==> src/hdl/btpc_pkg.sv <==
// Package for the barometer compensation block: widths, register indexes,
// sequencer states, datapath step codes and the command/status structs.
// No dependencies.
package btpc_pkg;

   localparam int RAW_W   = 24;
   localparam int COEFF_W = 16;
   localparam int NUM_COEFF = 6;
   localparam int IDX_W   = 3;
   localparam int DT_W    = 25;
   localparam int TEMP_W  = 20;
   localparam int TOUT_W  = 19;
   localparam int PRES_W  = 25;
   localparam int OPND_W  = 26;
   localparam int PROD_W  = 2 * OPND_W;
   localparam int WIDE_W  = 40;
   localparam int ACC_W   = 64;
   localparam int DIFF_W  = 44;

   // configuration register indexes
   localparam logic [IDX_W-1:0] REG_SENS_BASE     = 3'd0;
   localparam logic [IDX_W-1:0] REG_OFFSET_BASE   = 3'd1;
   localparam logic [IDX_W-1:0] REG_SENS_TEMPCO   = 3'd2;
   localparam logic [IDX_W-1:0] REG_OFFSET_TEMPCO = 3'd3;
   localparam logic [IDX_W-1:0] REG_REF_TEMP      = 3'd4;
   localparam logic [IDX_W-1:0] REG_TEMP_SENS     = 3'd5;

   localparam int TEMP_REF  = 2000;
   localparam int TEMP_LOW  = -1500;
   localparam int TOUT_MAX  = 140000;
   localparam int TOUT_MIN  = -140000;

   typedef enum logic [3:0] {
      ST_IDLE, ST_TMUL, ST_TEMP, ST_T2, ST_OFF, ST_SENS, ST_SQ1, ST_SQ2,
      ST_ADJ, ST_PLO, ST_PHI, ST_PACC, ST_PDIV, ST_PRES, ST_DONE
   } state_type;

   typedef enum logic [3:0] {
      OP_NONE, OP_TMUL, OP_TEMP, OP_T2, OP_OFF, OP_SENS, OP_SQ1, OP_SQ2,
      OP_ADJ, OP_PLO, OP_PHI, OP_PACC, OP_PDIV, OP_PRES
   } op_type;

   typedef struct packed {
      logic   accept;
      logic   emit;
      op_type op;
   } cmd_type;

   typedef struct packed {
      logic is_pressure;
   } status_type;

endpackage

==> src/hdl/btpc_dpath.sv <==
// Datapath: coefficient registers, stored dT, one shared signed multiplier
// with registered product, and the compensation registers.
// Depends on btpc_pkg.
module btpc_dpath (
   input  logic                             clock,
   input  logic                             reset,
   input  btpc_pkg::cmd_type                cmd,
   output btpc_pkg::status_type             status,
   input  logic                             csr_we,
   input  logic [btpc_pkg::IDX_W-1:0]       csr_index,
   input  logic [btpc_pkg::COEFF_W-1:0]     csr_wdata,
   input  logic                             req_func,
   input  logic [btpc_pkg::RAW_W-1:0]       req_raw_value,
   output logic                             rsp_kind,
   output logic signed [btpc_pkg::TOUT_W-1:0] rsp_temperature_centi,
   output logic signed [btpc_pkg::PRES_W-1:0] rsp_pressure_pa,
   output logic                             rsp_no_temperature_yet
);
   import btpc_pkg::*;

   // signed divide by 2^k, truncating toward zero
   function automatic logic signed [ACC_W-1:0] trunc_shr(
      input logic signed [ACC_W-1:0] v, input int k);
      logic signed [ACC_W-1:0] bias;
      bias = v[ACC_W-1] ? ((ACC_W'(1) <<< k) - ACC_W'(1)) : '0;
      return (v + bias) >>> k;
   endfunction

   logic [COEFF_W-1:0]        coeff_ff [NUM_COEFF];
   logic signed [DT_W-1:0]    dt_ff;
   logic                      seen_ff;
   logic                      func_ff;
   logic [RAW_W-1:0]          raw_ff;
   logic signed [PROD_W-1:0]  prod_ff;
   logic signed [TEMP_W-1:0]  temp_ff;
   logic signed [TOUT_W-1:0]  tout_ff;
   logic signed [WIDE_W-1:0]  off_ff, sens_ff, off2_ff, sens2_ff;
   logic signed [ACC_W-1:0]   acc_ff;
   logic signed [DIFF_W-1:0]  diff_ff;
   logic signed [PRES_W-1:0]  pres_ff;
   logic                      kind_ff, nty_ff;
   logic signed [TOUT_W-1:0]  tcent_ff;
   logic signed [PRES_W-1:0]  pout_ff;

   logic signed [OPND_W-1:0]  opa, opb;
   logic signed [PROD_W-1:0]  prod_in;
   logic signed [ACC_W-1:0]   prod64;
   logic signed [ACC_W-1:0]   t2_full, tout_full, pq_full;
   logic signed [DT_W-1:0]    dt_in;
   logic                      cold, very_cold;

   assign status.is_pressure = func_ff;
   assign prod64    = ACC_W'(prod_ff);
   assign cold      = temp_ff < TEMP_W'(TEMP_REF);
   assign very_cold = temp_ff < TEMP_W'(TEMP_LOW);
   assign dt_in     = signed'({1'b0, req_raw_value})
                    - signed'({1'b0, coeff_ff[REG_REF_TEMP], 8'b0});

   // configuration writes; unknown indexes are dropped
   always_ff @(posedge clock) begin
      if (reset) begin
         for (int i = 0; i < NUM_COEFF; i++) coeff_ff[i] <= '0;
      end else if (csr_we) begin
         case (csr_index)
            REG_SENS_BASE:     coeff_ff[0] <= csr_wdata;
            REG_OFFSET_BASE:   coeff_ff[1] <= csr_wdata;
            REG_SENS_TEMPCO:   coeff_ff[2] <= csr_wdata;
            REG_OFFSET_TEMPCO: coeff_ff[3] <= csr_wdata;
            REG_REF_TEMP:      coeff_ff[4] <= csr_wdata;
            REG_TEMP_SENS:     coeff_ff[5] <= csr_wdata;
            default: ;
         endcase
      end
   end

   // stored dT and the temperature-seen flag
   always_ff @(posedge clock) begin
      if (reset) begin
         dt_ff   <= '0;
         seen_ff <= 1'b0;
      end else if (cmd.accept && !req_func) begin
         dt_ff   <= dt_in;
         seen_ff <= 1'b1;
      end
   end

   // shared multiplier operand select
   always_comb begin
      unique case (cmd.op)
         OP_TMUL: begin opa = OPND_W'(dt_ff); opb = OPND_W'(coeff_ff[REG_TEMP_SENS]); end
         OP_TEMP: begin opa = OPND_W'(dt_ff); opb = OPND_W'(dt_ff); end
         OP_T2:   begin opa = OPND_W'(dt_ff); opb = OPND_W'(coeff_ff[REG_OFFSET_TEMPCO]); end
         OP_OFF:  begin opa = OPND_W'(dt_ff); opb = OPND_W'(coeff_ff[REG_SENS_TEMPCO]); end
         OP_SENS: begin
            opa = OPND_W'(temp_ff) - OPND_W'(TEMP_REF);
            opb = OPND_W'(temp_ff) - OPND_W'(TEMP_REF);
         end
         OP_SQ1: begin
            opa = OPND_W'(temp_ff) - OPND_W'(TEMP_LOW);
            opb = OPND_W'(temp_ff) - OPND_W'(TEMP_LOW);
         end
         OP_PLO: begin
            opa = OPND_W'(raw_ff);
            opb = OPND_W'(sens_ff[19:0]);
         end
         OP_PHI: begin
            opa = OPND_W'(raw_ff);
            opb = OPND_W'(signed'(sens_ff[WIDE_W-1:20]));
         end
         default: begin opa = '0; opb = '0; end
      endcase
   end

   assign prod_in   = opa * opb;
   assign t2_full   = trunc_shr(prod64, 31);
   assign tout_full = ACC_W'(temp_ff) - (cold ? t2_full : '0);
   assign pq_full   = trunc_shr(ACC_W'(diff_ff), 15);

   // compensation steps, one per sequencer state
   always_ff @(posedge clock) begin
      prod_ff <= prod_in;
      if (cmd.accept) begin
         func_ff <= req_func;
         raw_ff  <= req_raw_value;
      end
      unique case (cmd.op)
         OP_TEMP: temp_ff <= TEMP_W'(ACC_W'(TEMP_REF) + trunc_shr(prod64, 23));
         OP_T2: begin
            if (tout_full > ACC_W'(TOUT_MAX))      tout_ff <= TOUT_W'(TOUT_MAX);
            else if (tout_full < ACC_W'(TOUT_MIN)) tout_ff <= TOUT_W'(TOUT_MIN);
            else                                   tout_ff <= TOUT_W'(tout_full);
         end
         OP_OFF: off_ff <= WIDE_W'({coeff_ff[REG_OFFSET_BASE], 16'b0})
                         + WIDE_W'(trunc_shr(prod64, 7));
         OP_SENS: sens_ff <= WIDE_W'({coeff_ff[REG_SENS_BASE], 15'b0})
                           + WIDE_W'(trunc_shr(prod64, 8));
         OP_SQ1: begin
            // product is a square, never negative: plain shifts truncate
            off2_ff  <= cold ? WIDE_W'((prod64 * 5) >>> 1) : '0;
            sens2_ff <= cold ? WIDE_W'((prod64 * 5) >>> 2) : '0;
         end
         OP_SQ2: if (very_cold) begin
            off2_ff  <= off2_ff + WIDE_W'(prod64 * 7);
            sens2_ff <= sens2_ff + WIDE_W'((prod64 * 11) >>> 1);
         end
         OP_ADJ: begin
            off_ff  <= off_ff - off2_ff;
            sens_ff <= sens_ff - sens2_ff;
         end
         OP_PHI:  acc_ff <= prod64;
         OP_PACC: acc_ff <= acc_ff + (prod64 <<< 20);
         OP_PDIV: diff_ff <= DIFF_W'(trunc_shr(acc_ff, 21)) - DIFF_W'(off_ff);
         OP_PRES: begin
            if (pq_full > ACC_W'(16777215))       pres_ff <= PRES_W'(16777215);
            else if (pq_full < -ACC_W'(16777216)) pres_ff <= PRES_W'(-16777216);
            else                                  pres_ff <= PRES_W'(pq_full);
         end
         default: ;
      endcase
   end

   // result register
   always_ff @(posedge clock) begin
      if (cmd.emit) begin
         kind_ff  <= func_ff;
         tcent_ff <= tout_ff;
         pout_ff  <= func_ff ? pres_ff : '0;
         nty_ff   <= !seen_ff;
      end
   end

   assign rsp_kind               = kind_ff;
   assign rsp_temperature_centi  = tcent_ff;
   assign rsp_pressure_pa        = pout_ff;
   assign rsp_no_temperature_yet = nty_ff;

endmodule

==> src/hdl/btpc_ctrl.sv <==
// Sequencer: walks one transaction through the datapath steps and owns the
// handshakes. Depends on btpc_pkg.
module btpc_ctrl (
   input  logic                 clock,
   input  logic                 reset,
   input  logic                 req_valid,
   output logic                 req_ready,
   output logic                 rsp_valid,
   input  logic                 rsp_ready,
   input  btpc_pkg::status_type status,
   output btpc_pkg::cmd_type    cmd
);
   import btpc_pkg::*;

   state_type state_ff, state_in;
   logic      rsp_valid_ff, rsp_valid_in;
   logic      out_free;

   assign out_free  = !rsp_valid_ff || rsp_ready;
   assign req_ready = (state_ff == ST_IDLE);
   assign rsp_valid = rsp_valid_ff;

   // next state
   always_comb begin
      unique case (state_ff)
         ST_IDLE: state_in = req_valid ? ST_TMUL : ST_IDLE;
         ST_TMUL: state_in = ST_TEMP;
         ST_TEMP: state_in = ST_T2;
         ST_T2:   state_in = status.is_pressure ? ST_OFF : ST_DONE;
         ST_OFF:  state_in = ST_SENS;
         ST_SENS: state_in = ST_SQ1;
         ST_SQ1:  state_in = ST_SQ2;
         ST_SQ2:  state_in = ST_ADJ;
         ST_ADJ:  state_in = ST_PLO;
         ST_PLO:  state_in = ST_PHI;
         ST_PHI:  state_in = ST_PACC;
         ST_PACC: state_in = ST_PDIV;
         ST_PDIV: state_in = ST_PRES;
         ST_PRES: state_in = ST_DONE;
         ST_DONE: state_in = out_free ? ST_IDLE : ST_DONE;
         default: state_in = ST_IDLE;
      endcase
   end

   // commands
   always_comb begin
      cmd.accept = (state_ff == ST_IDLE) && req_valid;
      cmd.emit   = (state_ff == ST_DONE) && out_free;
      unique case (state_ff)
         ST_TMUL: cmd.op = OP_TMUL;
         ST_TEMP: cmd.op = OP_TEMP;
         ST_T2:   cmd.op = OP_T2;
         ST_OFF:  cmd.op = OP_OFF;
         ST_SENS: cmd.op = OP_SENS;
         ST_SQ1:  cmd.op = OP_SQ1;
         ST_SQ2:  cmd.op = OP_SQ2;
         ST_ADJ:  cmd.op = OP_ADJ;
         ST_PLO:  cmd.op = OP_PLO;
         ST_PHI:  cmd.op = OP_PHI;
         ST_PACC: cmd.op = OP_PACC;
         ST_PDIV: cmd.op = OP_PDIV;
         ST_PRES: cmd.op = OP_PRES;
         default: cmd.op = OP_NONE;
      endcase
   end

   // output valid
   always_comb begin
      if (cmd.emit)                  rsp_valid_in = 1'b1;
      else if (rsp_ready)            rsp_valid_in = 1'b0;
      else                           rsp_valid_in = rsp_valid_ff;
   end

   always_ff @(posedge clock) begin
      if (reset) begin
         state_ff     <= ST_IDLE;
         rsp_valid_ff <= 1'b0;
      end else begin
         state_ff     <= state_in;
         rsp_valid_ff <= rsp_valid_in;
      end
   end

`ifndef ASSERT_OFF
   a_emit_free: assert property (@(posedge clock) disable iff (reset)
      cmd.emit |-> (!rsp_valid_ff || rsp_ready))
      else $error("result loaded over a pending transaction");
   a_accept_start: assert property (@(posedge clock) disable iff (reset)
      cmd.accept |=> (state_ff == ST_TMUL))
      else $error("accepted transaction did not start");
   a_temp_short: assert property (@(posedge clock) disable iff (reset)
      (state_ff == ST_T2 && !status.is_pressure) |=> (state_ff == ST_DONE))
      else $error("temperature transaction ran pressure steps");
   a_emit_shown: assert property (@(posedge clock) disable iff (reset)
      cmd.emit |=> (rsp_valid_ff && state_ff == ST_IDLE))
      else $error("emitted result not presented");
`endif

endmodule

==> src/hdl/barometer_temp_pressure_compensation.sv <==
// Top level of the barometer temperature/pressure compensation block.
// Joins btpc_ctrl and btpc_dpath; depends on btpc_pkg.
//
//  channel | ports                                  | flow
//  req     | req_valid/ready, func, raw_value       | in
//  rsp     | rsp_valid/ready, kind, temp, pres, nty | out
//  csr     | csr_we, csr_index, csr_wdata           | in, write only
//
// A temperature transaction runs the TMUL, TEMP and T2 steps; a pressure transaction
// goes on through OFF to PRES. A new request is accepted only back in idle.
// All products go through one shared 26x26 multiplier, one per cycle.
// Reset is synchronous and clears coefficients, stored dT and the sequencer.
// A finished result waits in the output register; a stalled result holds
// the sequencer in its last step until the output frees.
module barometer_temp_pressure_compensation (
   input  logic                               clock,
   input  logic                               reset,
   input  logic                               csr_we,
   input  logic [btpc_pkg::IDX_W-1:0]         csr_index,
   input  logic [btpc_pkg::COEFF_W-1:0]       csr_wdata,
   input  logic                               req_valid,
   output logic                               req_ready,
   input  logic                               req_func,
   input  logic [btpc_pkg::RAW_W-1:0]         req_raw_value,
   output logic                               rsp_valid,
   input  logic                               rsp_ready,
   output logic                               rsp_kind,
   output logic signed [btpc_pkg::TOUT_W-1:0] rsp_temperature_centi,
   output logic signed [btpc_pkg::PRES_W-1:0] rsp_pressure_pa,
   output logic                               rsp_no_temperature_yet
);
   import btpc_pkg::*;

   cmd_type    cmd;
   status_type status;

   btpc_ctrl u_ctrl (
      .clock     (clock),
      .reset     (reset),
      .req_valid (req_valid),
      .req_ready (req_ready),
      .rsp_valid (rsp_valid),
      .rsp_ready (rsp_ready),
      .status    (status),
      .cmd       (cmd)
   );

   btpc_dpath u_dpath (
      .clock                  (clock),
      .reset                  (reset),
      .cmd                    (cmd),
      .status                 (status),
      .csr_we                 (csr_we),
      .csr_index              (csr_index),
      .csr_wdata              (csr_wdata),
      .req_func               (req_func),
      .req_raw_value          (req_raw_value),
      .rsp_kind               (rsp_kind),
      .rsp_temperature_centi  (rsp_temperature_centi),
      .rsp_pressure_pa        (rsp_pressure_pa),
      .rsp_no_temperature_yet (rsp_no_temperature_yet)
   );

endmodule
==> config.mk <==
export PLATFORM = sky130hd
export DESIGN_NAME = barometer_temp_pressure_compensation
export DESIGN_NICKNAME = d
export VERILOG_FILES = /design/src/hdl/btpc_pkg.sv /design/src/hdl/btpc_dpath.sv /design/src/hdl/btpc_ctrl.sv /design/src/hdl/barometer_temp_pressure_compensation.sv
export SDC_FILE = /design/constraint.sdc
export NUM_CORES = 2
export LEC_CHECK = 0
export BUFFER_PORTS_ARGS = -buffer_cell sky130_fd_sc_hd__buf_2
export CORE_MARGIN = 2
export CORE_UTILIZATION = 45
export CTS_BUF_LIST = sky130_fd_sc_hd__clkbuf_16
export CTS_CLUSTER_DIAMETER = 30
export DETAILED_ROUTE_END_ITERATION = 10
export GPL_TIMING_DRIVEN = 1
export PLACE_DENSITY = 0.65
export SLEW_MARGIN = 0
export SYNTH_ARGS = -nofsm -noshare
export SYNTH_HDL_FRONTEND = slang
export SYNTH_SLANG_ARGS = --single-unit
==> constraint.sdc <==
create_clock -name clock -period 10.7 [get_ports clock]
set_input_delay 2.675 -clock clock [delete_from_list [all_inputs] [get_ports clock]]
set_output_delay 2.675 -clock clock [all_outputs]
set_load 0.005 [all_outputs]
-- Word-level counts from Yosys, hierarchy flattened
Memories as Yosys holds them, arrays and structs flattened. A register that Yosys moved wholly into a read port is not among the register bits.
Index checks and enable logic that the tools add are counted.
Widths: inputs -> output; s select.
- bits in registers: 486
- memory bits (writable): 96
- memory bits (read-only): 64
- input port bits: 49
- output and inout port bits: 48
- logic and storage cells: 168
- memories: 2
- memories (name ; depth ; bits a word ; rd ports ; clocked after Yosys merged registers in ; write ports ; line ; text):
    u_dpath.coeff_ff ; 6 ; 16 ; 6 ; 0 ; 6 ; btpc_dpath.sv:29 ; logic [COEFF_W-1:0] coeff_ff [NUM_COEFF];
    (name not given) ; 16 ; 4 ; 1 ; 1 ; 0 ; btpc_ctrl.sv:49 ; unique case (state_ff)
- add/sub/neg operators: 19
- multiply operators: 4
- $lt $le $gt $ge: 6
- equality and inequality tests: 33
- multiplexer cells: 59
- bitwise gates (word level): 6
- reductions and logical operators: 18
- operator list (cell ; count):
    $pmux 40 s2 ; 4
    $pmux 26 s8 ; 1
    $mux 40 ; 4
    $pmux 64 s2 ; 1
    $pmux 26 s4 ; 1
    $mux 16 ; 6
    $add 40x40->40 ; 2
    $sub 40x40->40 ; 2
    $add 64x22->64 ; 1
    $add 64x64->64 ; 1
    $gt 64x19->1 const B ; 1
    $lt 64x19->1 const B ; 1
    $mux 64 ; 1
    $sub 64x64->64 ; 1
    $pmux 4 s15 ; 1
    $add 52x32->53 ; 1
    $eq 4x4->1 const B ; 13
    $mul 26x26->52 ; 1
    $mul 52x4->40 const B ; 1
    $mul 52x4->42 const B ; 1
    $mul 52x5->41 const B ; 1
    $gt 49x25->1 const B ; 1
    $lt 49x25->1 const B ; 1
    $add 48x9->48 ; 1
    37 further kinds ; 96

-- Logic depth before layout (Yosys ltp)
- depth in word-level cells: 6
- mapped depth: 41
- mapped depth without buffers: 38

-- Hierarchy
From an unflattened synthesis, not the netlist that was laid out.
- cells, all modules: 8289
- area, all modules: 75057.0 µm²
- by module, submodules not included (module ; times used ; cells each ; area an instance (µm²) ; sequential area each (µm²)):
    btpc_dpath ; 1 ; 8242 ; 74619.1 ; 16545.9
    btpc_ctrl ; 1 ; 47 ; 437.9 ; 180.2

-- Worst setup path before layout
No wires, ideal clock.
- kind: register to register
- start point: register u_dpath.temp_ff[4]
- end point: register u_dpath.prod_ff[51]
- setup time: 0.128 ns
- arrival: 9.262 ns
- data required time: 10.572 ns
- path slack: 1.310 ns
- stages on the path, launching flop included: 36
- buffers on the path: 4
- clock period less this slack: 9.390 ns
- cell sequence: edfxtp_1 > inv_1 > ha_1 > nor2_1 > and3_1 > and2_1 > or4_1 > nor4_1 > a21oi_1 > o2bb2ai_1 > buf_2 > a21o_1 > buf_2 > clkbuf_1 > nand2_1 > fa_1 > inv_1 > fa_1 > fa_1 > fa_1 > fa_1 > fa_1 > inv_1 > fa_1 > inv_1 > ha_1 > clkbuf_1 > a21oi_1 > nor2b_1 > o21ai_0 > nand2b_1 > a21oi_1 > o21ai_0 > a31oi_1 > mux2i_1 > nand4_1
- longest elaborated chain between the ends: 3
- elaborated cells on any way between the ends: 5
- classes of those cells: add/sub (2); mul (1); mux (2)
- RTL lines (item ; line ; text):
    start: declaration ; btpc_dpath.sv:35 ; logic signed [TEMP_W-1:0] temp_ff;
    start signal: assignment ; btpc_dpath.sv:127 ; OP_TEMP: temp_ff <= TEMP_W'(ACC_W'(TEMP_REF) + trunc_shr(prod64, 23));
    $sub 20x12->21 (on tied branches) ; n/a ;
    $pmux 26 s8 or $pmux 26 s4 (tied branches) ; btpc_dpath.sv:89 ; unique case (cmd.op)
    $mul 26x26->52 * ; btpc_dpath.sv:114 ; assign prod_in = opa * opb;
    named net u_dpath.prod_in[51] ; btpc_dpath.sv:46 ; logic signed [PROD_W-1:0] prod_in;
    end signal: assignment ; btpc_dpath.sv:121 ; prod_ff <= prod_in;
    end: declaration ; btpc_dpath.sv:34 ; logic signed [PROD_W-1:0] prod_ff;
The timed path passes the listed nets; every way through them passes the cells marked *.
A chain may end at the register's enable or synchronous reset.

-- Final worst setup path
- start point: register u_dpath.temp_ff[4]
- end point: register u_dpath.prod_ff[50]
The elaborated chain is that of the path after synthesis.

==> out/metrics.cfg <==
[floorplan]
core_region_area_um2 = 166700
die_height_um = 413.2
ios = 97
start_util_pct = 45.22
die_x_um = 413.2
die-area_um2 = 170800
rows = 150

[global_route]
grt_max_degree = 78
grt_pass1_wl_um = 387100
grt_pass1_vias = 62193
grt_usage_pct = 30.49
overflow = 0
antenna_found_initial = 9

[critical_path]
slowest_delay_ns = 0.62
worstRegToRegCells = 35
crit_required_ns = 11.36
setup.worst_path.start_class = flip-flop
path_max_fanout = 13
critical_path_class = reg -> reg
crit_slowest_cell = a211o_1
cp_common_cell = fa_1
cp.arrival_ns = 10.92
end_kind = flip-flop

[layout]
final_area_um2 = 84140
drive_gt1_share_pct = 7.497
regArea_um2 = 16730
finalNetCount = 10089
nFillCells = 15609
multi_input_area_um2 = 52780
area_delta_synth_final_pct = 11.65

[sta]
setup_ws_ns = 0.4393
tightest_slew_ns = 1.334
grt_setup_unrepaired = no
relSlewSlack_pct = 10.22
timing.final.crit_period_ns = 10.26
fin_hold_ws_ns = 0.4100
finalHoldViolCount = 0
skew_ns = 0.04048
fmax_ghz = 0.09746
setup_violations = 0
fin_crit_sh_pct = 95.89
fin_setup_tns_ns = 0
slew_violations = 0

[yosys]
yosysUniqueCellTypes = 108
syn_nets = 9919
postSynth.asyncResetShare_pct = 0
syn-cell-area_um2 = 75360
ys_warn_count = 0
netlist_instances = 8362
synthFlopType = edfxtp_1
ys_seq_area_share_pct = 22.20
synth_edf_count = 499
post_synth.cell_area_avg_um2 = 9.012
ys_ff_latch = 586

[flow_run]
cap_violations = 0

[placement]
gp_congestion = 0.9936
place_ws_ns = 0.2188
placed_area_um2 = 79100
hpwl_um = 210500
portBuffers = 96

[run_status]
status = complete, no violations

[clock_network]
cts_resized = 0
cts-root-buf = clkbuf_16
htreeDepth = 4
clk_path_buf_depth = 3
path_clk_slew_ns = 0.05
cts_hold_buffers = 0
tritoncts = done
clk_latency_ns = 0.80
cts.sinks = 586
cts_buffers = 153
postCtsSetupBuffers = 0

[power]
vdd_drop_max_uv = 294.6
power_leakage_nw = 38.87
p_total_mw = 27.05
p_per_area_nw_per_um2 = 321.5

[drt]
drt.antenna.violating_nets = 0
wl_per_cell_um = 23.87
num_vias = 63188
wl_um = 259400
avgViaCountPerCell = 5.815
drc = 0
first_pass_iters = 6
drtIter0Drc = 5914

[min_path]
hold_path_class = reg -> reg
worstHoldPathCells = 0

## layout make-up
class	instances	share of cell area, %
antenna	6	0.01785
clock buffer	156	4.640
clock inverter	124	1.263
inverter	1324	5.911
multi-input combinational	6181	62.73
sequential	586	19.88
tap	2204	3.278
timing repair buffer	286	2.281
## metal layers
| layer | vias up | GRT usage (%) | routed length, µm |
|---|---|---|---|
| met5 | - | 0 | 13 |
| met4 | 2 | 13.84 | 13270 |
| met3 | 578 | 7.536 | 26320 |
| met2 | 2957 | 43.93 | 107700 |
| met1 | 31124 | 43.01 | 112100 |
| li1 | 28527 | - | - |
## worst paths after layout
check,start,end,slack [ns]
max,u_dpath.temp_ff[4],u_dpath.prod_ff[50],0.44
min,u_dpath.tout_ff[10],u_dpath.rsp_temperature_centi[10],0.41
max reg2reg,u_dpath.temp_ff[4],u_dpath.prod_ff[50],0.44
min reg2reg,u_dpath.tout_ff[10],u_dpath.rsp_temperature_centi[10],0.41
## placed cells by master (no fill, tap or decap), drive strengths merged, types with 22 or more instances in the layout
cell	synthesis	routed
clkinv	2	57
o31ai	47	47
o21ai	401	401
o211ai	35	35
o22ai	27	27
clkbuf	233	156
nand2	908	908
nor3	119	119
nand4	78	78
a21o	255	255
xnor2	388	388
nand2b	81	81
edfxtp	499	499
inv	1322	1361
and3	66	66
xor2	184	184
ha	682	682
nand3	144	144
or2	28	28
dfxtp	87	87
a21oi	452	452
a31oi	70	70
o21a	75	75
a22oi	59	59
buf	38	286
o21bai	43	43
nor2b	76	76
a211oi	37	37
nor2	505	505
a221o	28	28
a21boi	22	22
a221oi	32	32
and2	177	177
nor4	31	31
or3	47	47
fa	826	826
## cells by family (layout without fill, tap and decap cells)
group	after synthesis	after routing	synth area share, %
fa+ha+maj	1508	1508	33.27
simple gates	2325	2325	14.46
flops	586	586	22.20
compound gates	1758	1758	15.18
other cells	0	6	0
buf+inv	1595	1890	7.988
xor+xnor	573	573	6.678
mux	17	17	0.2341
## state kept, by name (all words and copies together) (netlist names), 25 cells and up
signal	flops
u_dpath.acc_ff	64
u_dpath.pres_ff	25
u_dpath.dt_ff	25
u_dpath.sens2_ff	40
u_dpath.diff_ff	44
u_dpath.coeff_ff	96
u_dpath.off2_ff	40
u_dpath.sens_ff	40
u_dpath.prod_ff	52
u_dpath.rsp_pressure_pa	25
u_dpath.off_ff	40
## critical path: cells and delay by family, from the launching register on
family                     cells  cell delay, ns
AOI/OAI and AO/OA             15            3.73
DFF                            1            0.49
buffers and inverters          5            0.67
adders and majority gates      8            3.88
and+or+nand+nor                6            1.08
xor gates and xnor gates       1            0.25
## cells in the mapped netlist (21+ instances only)
master | number | area share (%)
a211oi_1 | 36 | 0.36
o22ai_1 | 27 | 0.22
a31oi_1 | 69 | 0.57
a221o_1 | 28 | 0.37
fa_1 | 826 | 22
xnor2_1 | 388 | 4.5
nor2_1 | 505 | 2.5
nand2_1 | 907 | 4.5
a221oi_1 | 30 | 0.35
and4_1 | 21 | 0.24
inv_1 | 1322 | 6.6
or3_1 | 46 | 0.38
o21a_1 | 75 | 0.75
a22oi_1 | 59 | 0.59
and2_1 | 177 | 1.5
and3_1 | 66 | 0.55
nand3_1 | 144 | 0.96
ha_1 | 682 | 11
nand4_1 | 77 | 0.64
o211ai_1 | 35 | 0.35
o31ai_1 | 46 | 0.46
or2_2 | 27 | 0.22
o21ai_0 | 386 | 2.6
o21bai_1 | 43 | 0.43
edfxtp_1 | 499 | 20
xor2_1 | 184 | 2.1
nand2b_1 | 80 | 0.66
a21oi_1 | 448 | 3.0
clkbuf_1 | 231 | 1.2
nor2b_1 | 75 | 0.62
a21o_1 | 253 | 2.5
dfxtp_1 | 87 | 2.3
nor4_1 | 29 | 0.24
nor3_1 | 117 | 0.78
## power breakdown
part           leakage, nW  internal, mW  switching, mW
Combinational         31.1          7.62           11.9
Clock                 2.48          2.88           1.51
Sequential            5.33          2.87          0.228
Total                 38.9          13.4           13.7
## stage by stage
stage	cells	util (%)
2_1_floorplan	8362	-
3_3_place_gp	10581	47.46
3_5_place_dp	10581	47.46
4_1_cts	10861	50.44
5_1_grt	10861	50.48
6_report	10867	50.48
No activity file was read; power rests on OpenSTA's default activity.
